File: config.mk
export PLATFORM = sky130hd
export DESIGN_NAME = battery_monitor_fault_classifier_top
export DESIGN_NICKNAME = d
export VERILOG_FILES = /design/src/rtl/bmfc_pkg.sv /design/src/rtl/battery_monitor_fault_classifier_top.sv /design/src/rtl/bmfc_state.sv /design/src/rtl/bmfc_classify.sv
export SDC_FILE = /design/constraint.sdc
export NUM_CORES = 1
export LEC_CHECK = 0
export BUFFER_PORTS_ARGS = -buffer_cell sky130_fd_sc_hd__buf_2
export CORE_MARGIN = 8
export CORE_UTILIZATION = 60
export CTS_BUF_LIST = sky130_fd_sc_hd__clkbuf_8
export CTS_CLUSTER_SIZE = 20
export DETAILED_ROUTE_END_ITERATION = 7
export GPL_TIMING_DRIVEN = 0
export PLACE_DENSITY = 0.79
export SLEW_MARGIN = 10
export SYNTH_ARGS = -nofsm -noshare
export SYNTH_HDL_FRONTEND = slang
export SYNTH_HIERARCHICAL = 1
export SYNTH_SLANG_ARGS = --single-unit
File: constraint.sdc
create_clock -name clk_i -period 6.65 [get_ports clk_i]
set_clock_uncertainty 0.1 [all_clocks]
set_input_delay 0.665 -clock clk_i [delete_from_list [all_inputs] [get_ports clk_i]]
set_output_delay 0.665 -clock clk_i [all_outputs]
set_load 0.05 [all_outputs]
File: src/rtl/bmfc_pkg.sv
// Shared types, codes and constants of the battery monitor fault classifier.
// No dependencies.
`default_nettype none

package bmfc_pkg;

  localparam int unsigned CMD_W       = 3;
  localparam int unsigned RAW_W       = 16;
  localparam int unsigned CAP_W       = 32;
  localparam int unsigned TIME_W      = 32;
  localparam int unsigned NUM_KINDS   = 4;
  localparam int unsigned CFG_IDX_W   = 2;
  localparam int unsigned CFG_DATA_W  = 16;
  localparam int unsigned TDATA_IN_W  = 104;
  localparam int unsigned TDATA_OUT_W = 104;

  typedef enum logic [CMD_W-1:0] {
    CMD_TICK     = 3'd0,
    CMD_MINMAX   = 3'd1,
    CMD_READY    = 3'd2,
    CMD_KILL     = 3'd3,
    CMD_MEAS     = 3'd4,
    CMD_CAPACITY = 3'd5
  } cmd_e;

  typedef enum logic [2:0] {
    FAULT_NONE      = 3'd0,
    FAULT_KILLED    = 3'd1,
    FAULT_UNDERVOLT = 3'd2,
    FAULT_OVERVOLT  = 3'd3,
    FAULT_OVERTEMP  = 3'd4,
    FAULT_TIMEOUT   = 3'd5
  } fault_e;

  typedef enum logic [CFG_IDX_W-1:0] {
    REG_UNDERVOLT = 2'd0,
    REG_OVERVOLT  = 2'd1,
    REG_OVERTEMP  = 2'd2,
    REG_TIMEOUT   = 2'd3
  } cfg_idx_e;

  // Slots of the arrival-time table.
  localparam logic [1:0] KIND_MINMAX = 2'd0;
  localparam logic [1:0] KIND_READY  = 2'd1;
  localparam logic [1:0] KIND_KILL   = 2'd2;
  localparam logic [1:0] KIND_MEAS   = 2'd3;

  localparam logic [CFG_DATA_W-1:0] UNDERVOLT_RST = 16'h0000;
  localparam logic [CFG_DATA_W-1:0] OVERVOLT_RST  = 16'hFFFF;
  localparam logic [CFG_DATA_W-1:0] OVERTEMP_RST  = 16'h7FFF;
  localparam logic [CFG_DATA_W-1:0] TIMEOUT_RST   = 16'd1000;

  typedef struct packed {
    logic [CMD_W-1:0] cmd;
    logic [RAW_W-1:0] cell_vmax;
    logic [RAW_W-1:0] cell_tmax;
    logic             ready;
    logic             killed;
    logic [RAW_W-1:0] pack_volt;
    logic [RAW_W-1:0] pack_current;
    logic [CAP_W-1:0] capacity;
  } item_t;

  typedef struct packed {
    logic [CFG_DATA_W-1:0] undervolt;
    logic [CFG_DATA_W-1:0] overvolt;
    logic [CFG_DATA_W-1:0] overtemp;
    logic [CFG_DATA_W-1:0] timeout;
  } cfg_t;

  typedef struct packed {
    logic [TIME_W-1:0]                now_ms;
    logic [NUM_KINDS-1:0][TIME_W-1:0] last_seen;
    logic [NUM_KINDS-1:0]             seen;
    logic [RAW_W-1:0]                 cell_voltage;
    logic [RAW_W-1:0]                 cell_temp;
    logic [RAW_W-1:0]                 pack_volt;
    logic [RAW_W-1:0]                 pack_current;
    logic [CAP_W-1:0]                 capacity;
    logic                             ready;
    logic                             killed;
  } status_t;

  typedef struct packed {
    fault_e           fault;
    logic             alive;
    logic             charge_ready;
    logic             battery_killed;
    logic [RAW_W-1:0] cell_voltage;
    logic [RAW_W-1:0] cell_temp;
    logic [RAW_W-1:0] pack_volt;
    logic [RAW_W-1:0] pack_current;
    logic [CAP_W-1:0] capacity;
  } result_t;

endpackage

`default_nettype wire

File: src/rtl/battery_monitor_fault_classifier_top.sv
// Top level of the battery monitor fault classifier: stream ports, input
// and result registers. Depends on bmfc_pkg, bmfc_state and bmfc_classify.
//
// Usage:
//  - Slave stream carries one transaction per item: tuser is the command
//    (tick or one of five message kinds), tdata the message payload.
//  - Master stream returns exactly one result transaction per input item,
//    in order: fault code, comms-alive flag and all latched raw values.
//  - Config port: cfg_we_i writes cfg_wdata_i to register cfg_addr_i at a
//    rising edge; write only while no transaction is in flight.
//  - Path: each accepted item enters the input register, then moves to the
//    result register once that is free or draining.
//  - Throughput: one item per cycle unless the output stalls; the single
//    state-update and compare path between the two registers sets this figure.
//  - Stall: when m_axis_tready_i is low the result holds, one more item
//    waits in the input register, and s_axis_tready_o drops only when both
//    are full.
//  - Reset: both registers empty, latched values and time zero, seen marks
//    clear, limits at their defaults.
`default_nettype none

module battery_monitor_fault_classifier_top (
  input  wire logic                                clk_i,
  input  wire logic                                rst_ni,
  input  wire logic                                cfg_we_i,
  input  wire logic [bmfc_pkg::CFG_IDX_W-1:0]      cfg_addr_i,
  input  wire logic [bmfc_pkg::CFG_DATA_W-1:0]     cfg_wdata_i,
  input  wire logic                                s_axis_tvalid_i,
  output logic                                     s_axis_tready_o,
  // tdata, low bit up: cell_vmax_raw[15:0], cell_tmax_raw[31:16],
  // ready_flag[32], killed_flag[33], pack_volt_raw[49:34],
  // pack_current_raw[65:50], capacity_wh[97:66], zero pad[103:98]
  input  wire logic [bmfc_pkg::TDATA_IN_W-1:0]     s_axis_tdata_i,
  // tuser: cmd[2:0]
  input  wire logic [bmfc_pkg::CMD_W-1:0]          s_axis_tuser_i,
  output logic                                     m_axis_tvalid_o,
  input  wire logic                                m_axis_tready_i,
  // tdata, low bit up: fault_code[2:0], comms_alive[3], charge_ready[4],
  // battery_killed[5], cell_voltage_out[21:6], cell_temp_out[37:22],
  // pack_volt_out[53:38], pack_current_out[69:54],
  // capacity_out[101:70], zero pad[103:102]
  output logic [bmfc_pkg::TDATA_OUT_W-1:0]         m_axis_tdata_o
);

  bmfc_pkg::item_t   in_item_d, in_item_q;
  logic              in_valid_q;
  bmfc_pkg::result_t res_d, res_q;
  logic              out_valid_q;
  logic              adv;
  logic              in_take;
  bmfc_pkg::cfg_t    cfg;
  bmfc_pkg::status_t status_nxt;

  // Move the held item forward whenever the result slot is free or draining.
  assign adv             = in_valid_q && (!out_valid_q || m_axis_tready_i);
  assign s_axis_tready_o = !in_valid_q || adv;
  assign in_take         = s_axis_tvalid_i && s_axis_tready_o;

  assign in_item_d.cmd          = s_axis_tuser_i;
  assign in_item_d.cell_vmax    = s_axis_tdata_i[15:0];
  assign in_item_d.cell_tmax    = s_axis_tdata_i[31:16];
  assign in_item_d.ready        = s_axis_tdata_i[32];
  assign in_item_d.killed       = s_axis_tdata_i[33];
  assign in_item_d.pack_volt    = s_axis_tdata_i[49:34];
  assign in_item_d.pack_current = s_axis_tdata_i[65:50];
  assign in_item_d.capacity     = s_axis_tdata_i[97:66];

  always_ff @(posedge clk_i or negedge rst_ni) begin
    if (!rst_ni) begin
      in_valid_q <= 1'b0;
    end else if (s_axis_tready_o) begin
      in_valid_q <= s_axis_tvalid_i;
    end
  end

  always_ff @(posedge clk_i) begin
    if (in_take) begin
      in_item_q <= in_item_d;
    end
  end

  bmfc_state u_state (
    .clk_i       (clk_i),
    .rst_ni      (rst_ni),
    .cfg_we_i    (cfg_we_i),
    .cfg_addr_i  (cfg_addr_i),
    .cfg_wdata_i (cfg_wdata_i),
    .adv_i       (adv),
    .item_i      (in_item_q),
    .cfg_o       (cfg),
    .status_o    (status_nxt)
  );

  bmfc_classify u_classify (
    .cfg_i    (cfg),
    .status_i (status_nxt),
    .result_o (res_d)
  );

  always_ff @(posedge clk_i or negedge rst_ni) begin
    if (!rst_ni) begin
      out_valid_q <= 1'b0;
    end else if (adv) begin
      out_valid_q <= 1'b1;
    end else if (m_axis_tready_i) begin
      out_valid_q <= 1'b0;
    end
  end

  always_ff @(posedge clk_i) begin
    if (adv) begin
      res_q <= res_d;
    end
  end

  assign m_axis_tvalid_o = out_valid_q;
  assign m_axis_tdata_o  = {2'b00,
                            res_q.capacity,
                            res_q.pack_current,
                            res_q.pack_volt,
                            res_q.cell_temp,
                            res_q.cell_voltage,
                            res_q.battery_killed,
                            res_q.charge_ready,
                            res_q.alive,
                            res_q.fault};

endmodule

`default_nettype wire

File: src/rtl/bmfc_state.sv
// Configuration registers and latched battery state with next-state logic.
// Depends on bmfc_pkg.
`default_nettype none

module bmfc_state (
  input  wire logic                             clk_i,
  input  wire logic                             rst_ni,
  input  wire logic                             cfg_we_i,
  input  wire logic [bmfc_pkg::CFG_IDX_W-1:0]   cfg_addr_i,
  input  wire logic [bmfc_pkg::CFG_DATA_W-1:0]  cfg_wdata_i,
  input  wire logic                             adv_i,
  input  wire bmfc_pkg::item_t                  item_i,
  output bmfc_pkg::cfg_t                        cfg_o,
  output bmfc_pkg::status_t                     status_o
);

  bmfc_pkg::cfg_t    cfg_q;
  bmfc_pkg::status_t st_q, st_d;

  always_ff @(posedge clk_i or negedge rst_ni) begin
    if (!rst_ni) begin
      cfg_q.undervolt <= bmfc_pkg::UNDERVOLT_RST;
      cfg_q.overvolt  <= bmfc_pkg::OVERVOLT_RST;
      cfg_q.overtemp  <= bmfc_pkg::OVERTEMP_RST;
      cfg_q.timeout   <= bmfc_pkg::TIMEOUT_RST;
    end else if (cfg_we_i) begin
      case (bmfc_pkg::cfg_idx_e'(cfg_addr_i))
        bmfc_pkg::REG_UNDERVOLT: cfg_q.undervolt <= cfg_wdata_i;
        bmfc_pkg::REG_OVERVOLT:  cfg_q.overvolt  <= cfg_wdata_i;
        bmfc_pkg::REG_OVERTEMP:  cfg_q.overtemp  <= cfg_wdata_i;
        bmfc_pkg::REG_TIMEOUT:   cfg_q.timeout   <= cfg_wdata_i;
        default: cfg_q <= cfg_q;
      endcase
    end
  end

  // Messages other than capacity stamp the current time; ticks alone advance it.
  always_comb begin
    st_d = st_q;
    case (bmfc_pkg::cmd_e'(item_i.cmd))
      bmfc_pkg::CMD_TICK: begin
        st_d.now_ms = st_q.now_ms + 32'd1;
      end
      bmfc_pkg::CMD_MINMAX: begin
        st_d.cell_voltage                     = item_i.cell_vmax;
        st_d.cell_temp                        = item_i.cell_tmax;
        st_d.last_seen[bmfc_pkg::KIND_MINMAX] = st_q.now_ms;
        st_d.seen[bmfc_pkg::KIND_MINMAX]      = 1'b1;
      end
      bmfc_pkg::CMD_READY: begin
        st_d.ready                           = item_i.ready;
        st_d.last_seen[bmfc_pkg::KIND_READY] = st_q.now_ms;
        st_d.seen[bmfc_pkg::KIND_READY]      = 1'b1;
      end
      bmfc_pkg::CMD_KILL: begin
        st_d.killed                         = item_i.killed;
        st_d.last_seen[bmfc_pkg::KIND_KILL] = st_q.now_ms;
        st_d.seen[bmfc_pkg::KIND_KILL]      = 1'b1;
      end
      bmfc_pkg::CMD_MEAS: begin
        st_d.pack_volt                      = item_i.pack_volt;
        st_d.pack_current                   = item_i.pack_current;
        st_d.last_seen[bmfc_pkg::KIND_MEAS] = st_q.now_ms;
        st_d.seen[bmfc_pkg::KIND_MEAS]      = 1'b1;
      end
      bmfc_pkg::CMD_CAPACITY: begin
        st_d.capacity = item_i.capacity;
      end
      default: st_d = st_q;
    endcase
  end

  always_ff @(posedge clk_i or negedge rst_ni) begin
    if (!rst_ni) begin
      st_q <= '0;
    end else if (adv_i) begin
      st_q <= st_d;
    end
  end

  assign cfg_o    = cfg_q;
  assign status_o = st_d;

endmodule

`default_nettype wire

File: src/rtl/bmfc_classify.sv
// Freshness check and priority fault classification on the updated state.
// Depends on bmfc_pkg.
`default_nettype none

module bmfc_classify (
  input  wire bmfc_pkg::cfg_t     cfg_i,
  input  wire bmfc_pkg::status_t  status_i,
  output bmfc_pkg::result_t       result_o
);

  logic [bmfc_pkg::NUM_KINDS-1:0] fresh;
  logic [bmfc_pkg::TIME_W-1:0]    limit;
  logic                           alive;

  assign limit = {{(bmfc_pkg::TIME_W - bmfc_pkg::CFG_DATA_W){1'b0}}, cfg_i.timeout};

  // Age wraps at 32 bits; a zero limit leaves nothing fresh.
  always_comb begin
    for (int k = 0; k < bmfc_pkg::NUM_KINDS; k++) begin
      fresh[k] = (status_i.now_ms - status_i.last_seen[k]) < limit;
    end
  end

  assign alive = (&status_i.seen) && (&fresh);

  always_comb begin
    if (status_i.killed) begin
      result_o.fault = bmfc_pkg::FAULT_KILLED;
    end else if (status_i.pack_volt <= cfg_i.undervolt) begin
      result_o.fault = bmfc_pkg::FAULT_UNDERVOLT;
    end else if (status_i.pack_volt >= cfg_i.overvolt) begin
      result_o.fault = bmfc_pkg::FAULT_OVERVOLT;
    end else if ($signed(status_i.cell_temp) >= $signed(cfg_i.overtemp)) begin
      result_o.fault = bmfc_pkg::FAULT_OVERTEMP;
    end else if (!alive) begin
      result_o.fault = bmfc_pkg::FAULT_TIMEOUT;
    end else begin
      result_o.fault = bmfc_pkg::FAULT_NONE;
    end
    result_o.alive          = alive;
    result_o.charge_ready   = status_i.ready;
    result_o.battery_killed = status_i.killed;
    result_o.cell_voltage   = status_i.cell_voltage;
    result_o.cell_temp      = status_i.cell_temp;
    result_o.pack_volt      = status_i.pack_volt;
    result_o.pack_current   = status_i.pack_current;
    result_o.capacity       = status_i.capacity;
  end

endmodule

`default_nettype wire

==> out/qor.csv <==
metric,value,unit
outcome,finished with violations,
failing checks,setup timing,
async set-reset flop share out of synthesis,0.618,
Final WS setup,-0.00484,ns
data required time of the worst path,6.96,ns
Initial DRC Count,2204,
cell count after synthesis,3066,
Root Driver,clkbuf_8,
Slew Limit Fails,0,
unrepaired setup endpoints after global routing,true,
routability congestion estimate from global placement,1.03,
CTS tree,yes,
antenna violations before repair,7,
GRT overflow,0,
pwr dens,380,mW/mm²
width of the die,252,µm
VDD IR-drop max,0.000245,V
CTS sink cnt,531,
most frequent cells after synthesis,"mux2_2, dfrtp_1, ha_1",
Clock Path Buffers,3,
Mean Syn Cell Area,10.9,µm²
top cell type's share of synthesized area,0.217,
design area,0.0392,mm²
Core Footprint,0.0552,mm²
prevailing post-synth register cell,dfrtp_1,
clk_lat worst skew,0.71,ns
synth warn,6,
Slew @ Worst Pin,0.930,ns
H-Tree Depth,3,
vias per inst,6.06,
CTS buffer count,89,
Residual DRC,0,
"CTS clk-pin slew, worst paths",0.07,ns
CP Launch Type,flip-flop,
Pre-antenna DRT Iters,6,
layout cell share with drive strength beyond 1,0.363,
largest net degree at the start of global routing,105,
fill cell count,3903,
final hold violations,0,
wire length per cell,23.6,µm
Leak,0.0180,µW
GRT Resource Usage Total,0.301,
period utilization,1.00,
first-pass GRT wire length,148,mm
"EDFF count, synth",203,
placed insts,4047,
Initial Util,0.607,
via count,26000,
dpl hpwl,74.1,mm
MaxCap Viol Count,0,
Top Ports,236,
cell area after synthesis,0.0335,mm²
final count of negative-setup-slack endpoints,1,
most frequent cell after synthesis,mux2_2,
max frequency,150,MHz
relative slew slack,0.364,
crit-path max FO,7,
number of global-route vias before repair,26100,
Die H,252,µm
largest area contributor in the netlist,dfrtp_1,
CP Capture Type,flip-flop,
Layout Nets,3817,
die area,0.0637,mm²
Yosys reg bits,531,
Tightest Hold Check Type,input pin to flip-flop,
Placement Cell Area,0.0357,mm²
"Data arrival, critical path",6.96,ns
WL final,101,mm
Final Non-Filler Cells,4281,
critical path type,flip-flop to flip-flop,
Antenna Nets Post-Route,0,
Rows,86,
Synth cell types,89,
"Seq/Total Area, Yosys",0.428,
port buffer count,227,
Syn-to-layout area delta,17.0,%
min cycle time layout,6.65,ns
"top cells by area, synth","dfrtp_1, edfxtp_1, mux2_2",
[routing by layer]
layer | up-vias | global-route usage | routed length [µm]
met5 | - | 0 | 0
met4 | 0 | 0.189 | 7120
met3 | 328 | 0.0433 | 5340
met2 | 1011 | 0.505 | 49400
met1 | 12800 | 0.362 | 39300
li1 | 11800 | - | -
[report_power, final]
group          leakage [µW]  switching [µW]  internal (µW)  total, µW
clock               0.00104            1420           1570       3000
sequential          0.00609             247           4030       4270
combinational        0.0108            4300           3320       7630
[kinds of logic after synthesis]
logic type	Yosys count	share of synthesized area
buf+inv	458	0.0650
fa+ha+maj	237	0.0894
xor+xnor	151	0.0395
other cells	1	0.000112
simple gates	658	0.106
mux	523	0.176
flops	531	0.428
compound gates	507	0.0966
[final timing paths]
kind | slack, ns | cells after the start | startpoint | endpoint
worst min-delay path | 0.03 | 1 | s_axis_tdata_i[61] | in_item_q[43]$_DFFE_PP_
min in group asynchronous | 0.37 | 2 | rst_ni | u_state/st_q[9]$_DFFE_PN0P_
worst max register to register | -0.005 | 26 | in_item_q[99]$_DFFE_PP_ | m_axis_tdata_o[2]$_DFFE_PP_
worst min register to register | 0.36 | 1 | u_state/st_q[98]$_DFFE_PN0P_ | u_state/st_q[98]$_DFFE_PN0P_
max in group asynchronous | 4.79 | 4 | rst_ni | u_state/cfg_o[43]$_DFFE_PN1P_
worst max-delay path | -0.005 | 26 | in_item_q[99]$_DFFE_PP_ | m_axis_tdata_o[2]$_DFFE_PP_
[registers in the layout, summed over array words and instances (netlist names)]
| name | cells |
|---|---|
| m_axis_tvalid_o | 1 |
| u_state/st_q | 262 |
| in_item_q | 101 |
| u_state/cfg_o | 64 |
| m_axis_tdata_o | 102 |
| in_valid_q | 1 |
[cell usage in the layout, fill, tap and decap left out, types with 15 or more instances in the layout]
cell / n
mux2_2: 515
clkbuf_8: 99
nor2b_1: 26
nor4_1: 18
edfxtp_1: 203
buf_2: 254
o211ai_1: 24
o21a_1: 29
dfstp_2: 37
xor2_1: 40
nor3_1: 32
dfrtp_1: 290
a21o_1: 51
ha_1: 212
inv_1: 247
clkbuf_1: 73
nand2b_1: 32
nand2_1: 151
nand4_1: 83
xnor2_1: 90
buf_4: 159
o21ai_0: 83
a31oi_1: 15
a21oi_1: 156
nor2_1: 109
and3_1: 16
a21oi_2: 16
nand3_1: 65
[timing repair]
item	in CTS	in global routing
pin swaps	14	73
hold buffers	10	0
buffers inserted	17	49
gates resized for setup	68	148
hold endpoints to repair	56	0
endpoints found under the setup margin	3	3
[through the flow]
step	power (µW)	util	hold WS [ns]	worst slack [ns]	TNS, ns
after floorplan	9250	-	0.269	0.603	0
after global placement	10800	0.645	0.342	-2.14	-474.40
after detailed placement	11100	0.647	0.348	-2.18	-5.85
after CTS	14200	0.691	0.000645	-0.0487	-0.0487
after global routing	15700	0.710	-0.00261	-0.199	-0.429
final	14900	0.710	0.0266	-0.00484	-0.00484
[worst max-delay path, stage by stage (launching register included)]
cell,delay (ns)
edfxtp_1,0.51
or3_4,0.43
buf_6,0.15
or2_4,0.28
nor2_4,0.18
xor2_4,0.13
buf_6,0.17
ha_4,0.25
buf_6,0.11
nand4_1,0.15
buf_4,0.18
o22a_4,0.27
a21oi_4,0.15
nor2_2,0.07
o21ai_2,0.16
xor2_1,0.18
ha_2,0.32
nand4_1,0.10
nand2_1,0.08
nor4bb_2,0.35
nand4_1,0.13
or4_4,0.57
nor4b_4,0.35
nand4_1,0.22
nor4_4,0.30
and4_4,0.34
a211oi_2,0.09
[final cells by class]
type / count / area, µm² / share of cell area
Antenna cell: 8 / 20.0 / 0.000511
Buffer: 225 / 1380 / 0.0351
Clock buffer: 98 / 1350 / 0.0344
Clock inverter: 68 / 463 / 0.0118
Inverter: 218 / 822 / 0.0210
Multi-Input combinational cell: 2078 / 17900 / 0.457
Sequential cell: 531 / 14400 / 0.366
Tap cell: 748 / 936 / 0.0239
Timing Repair Buffer: 307 / 1960 / 0.0499
Note: power is estimated with default switching activity, not from simulation.
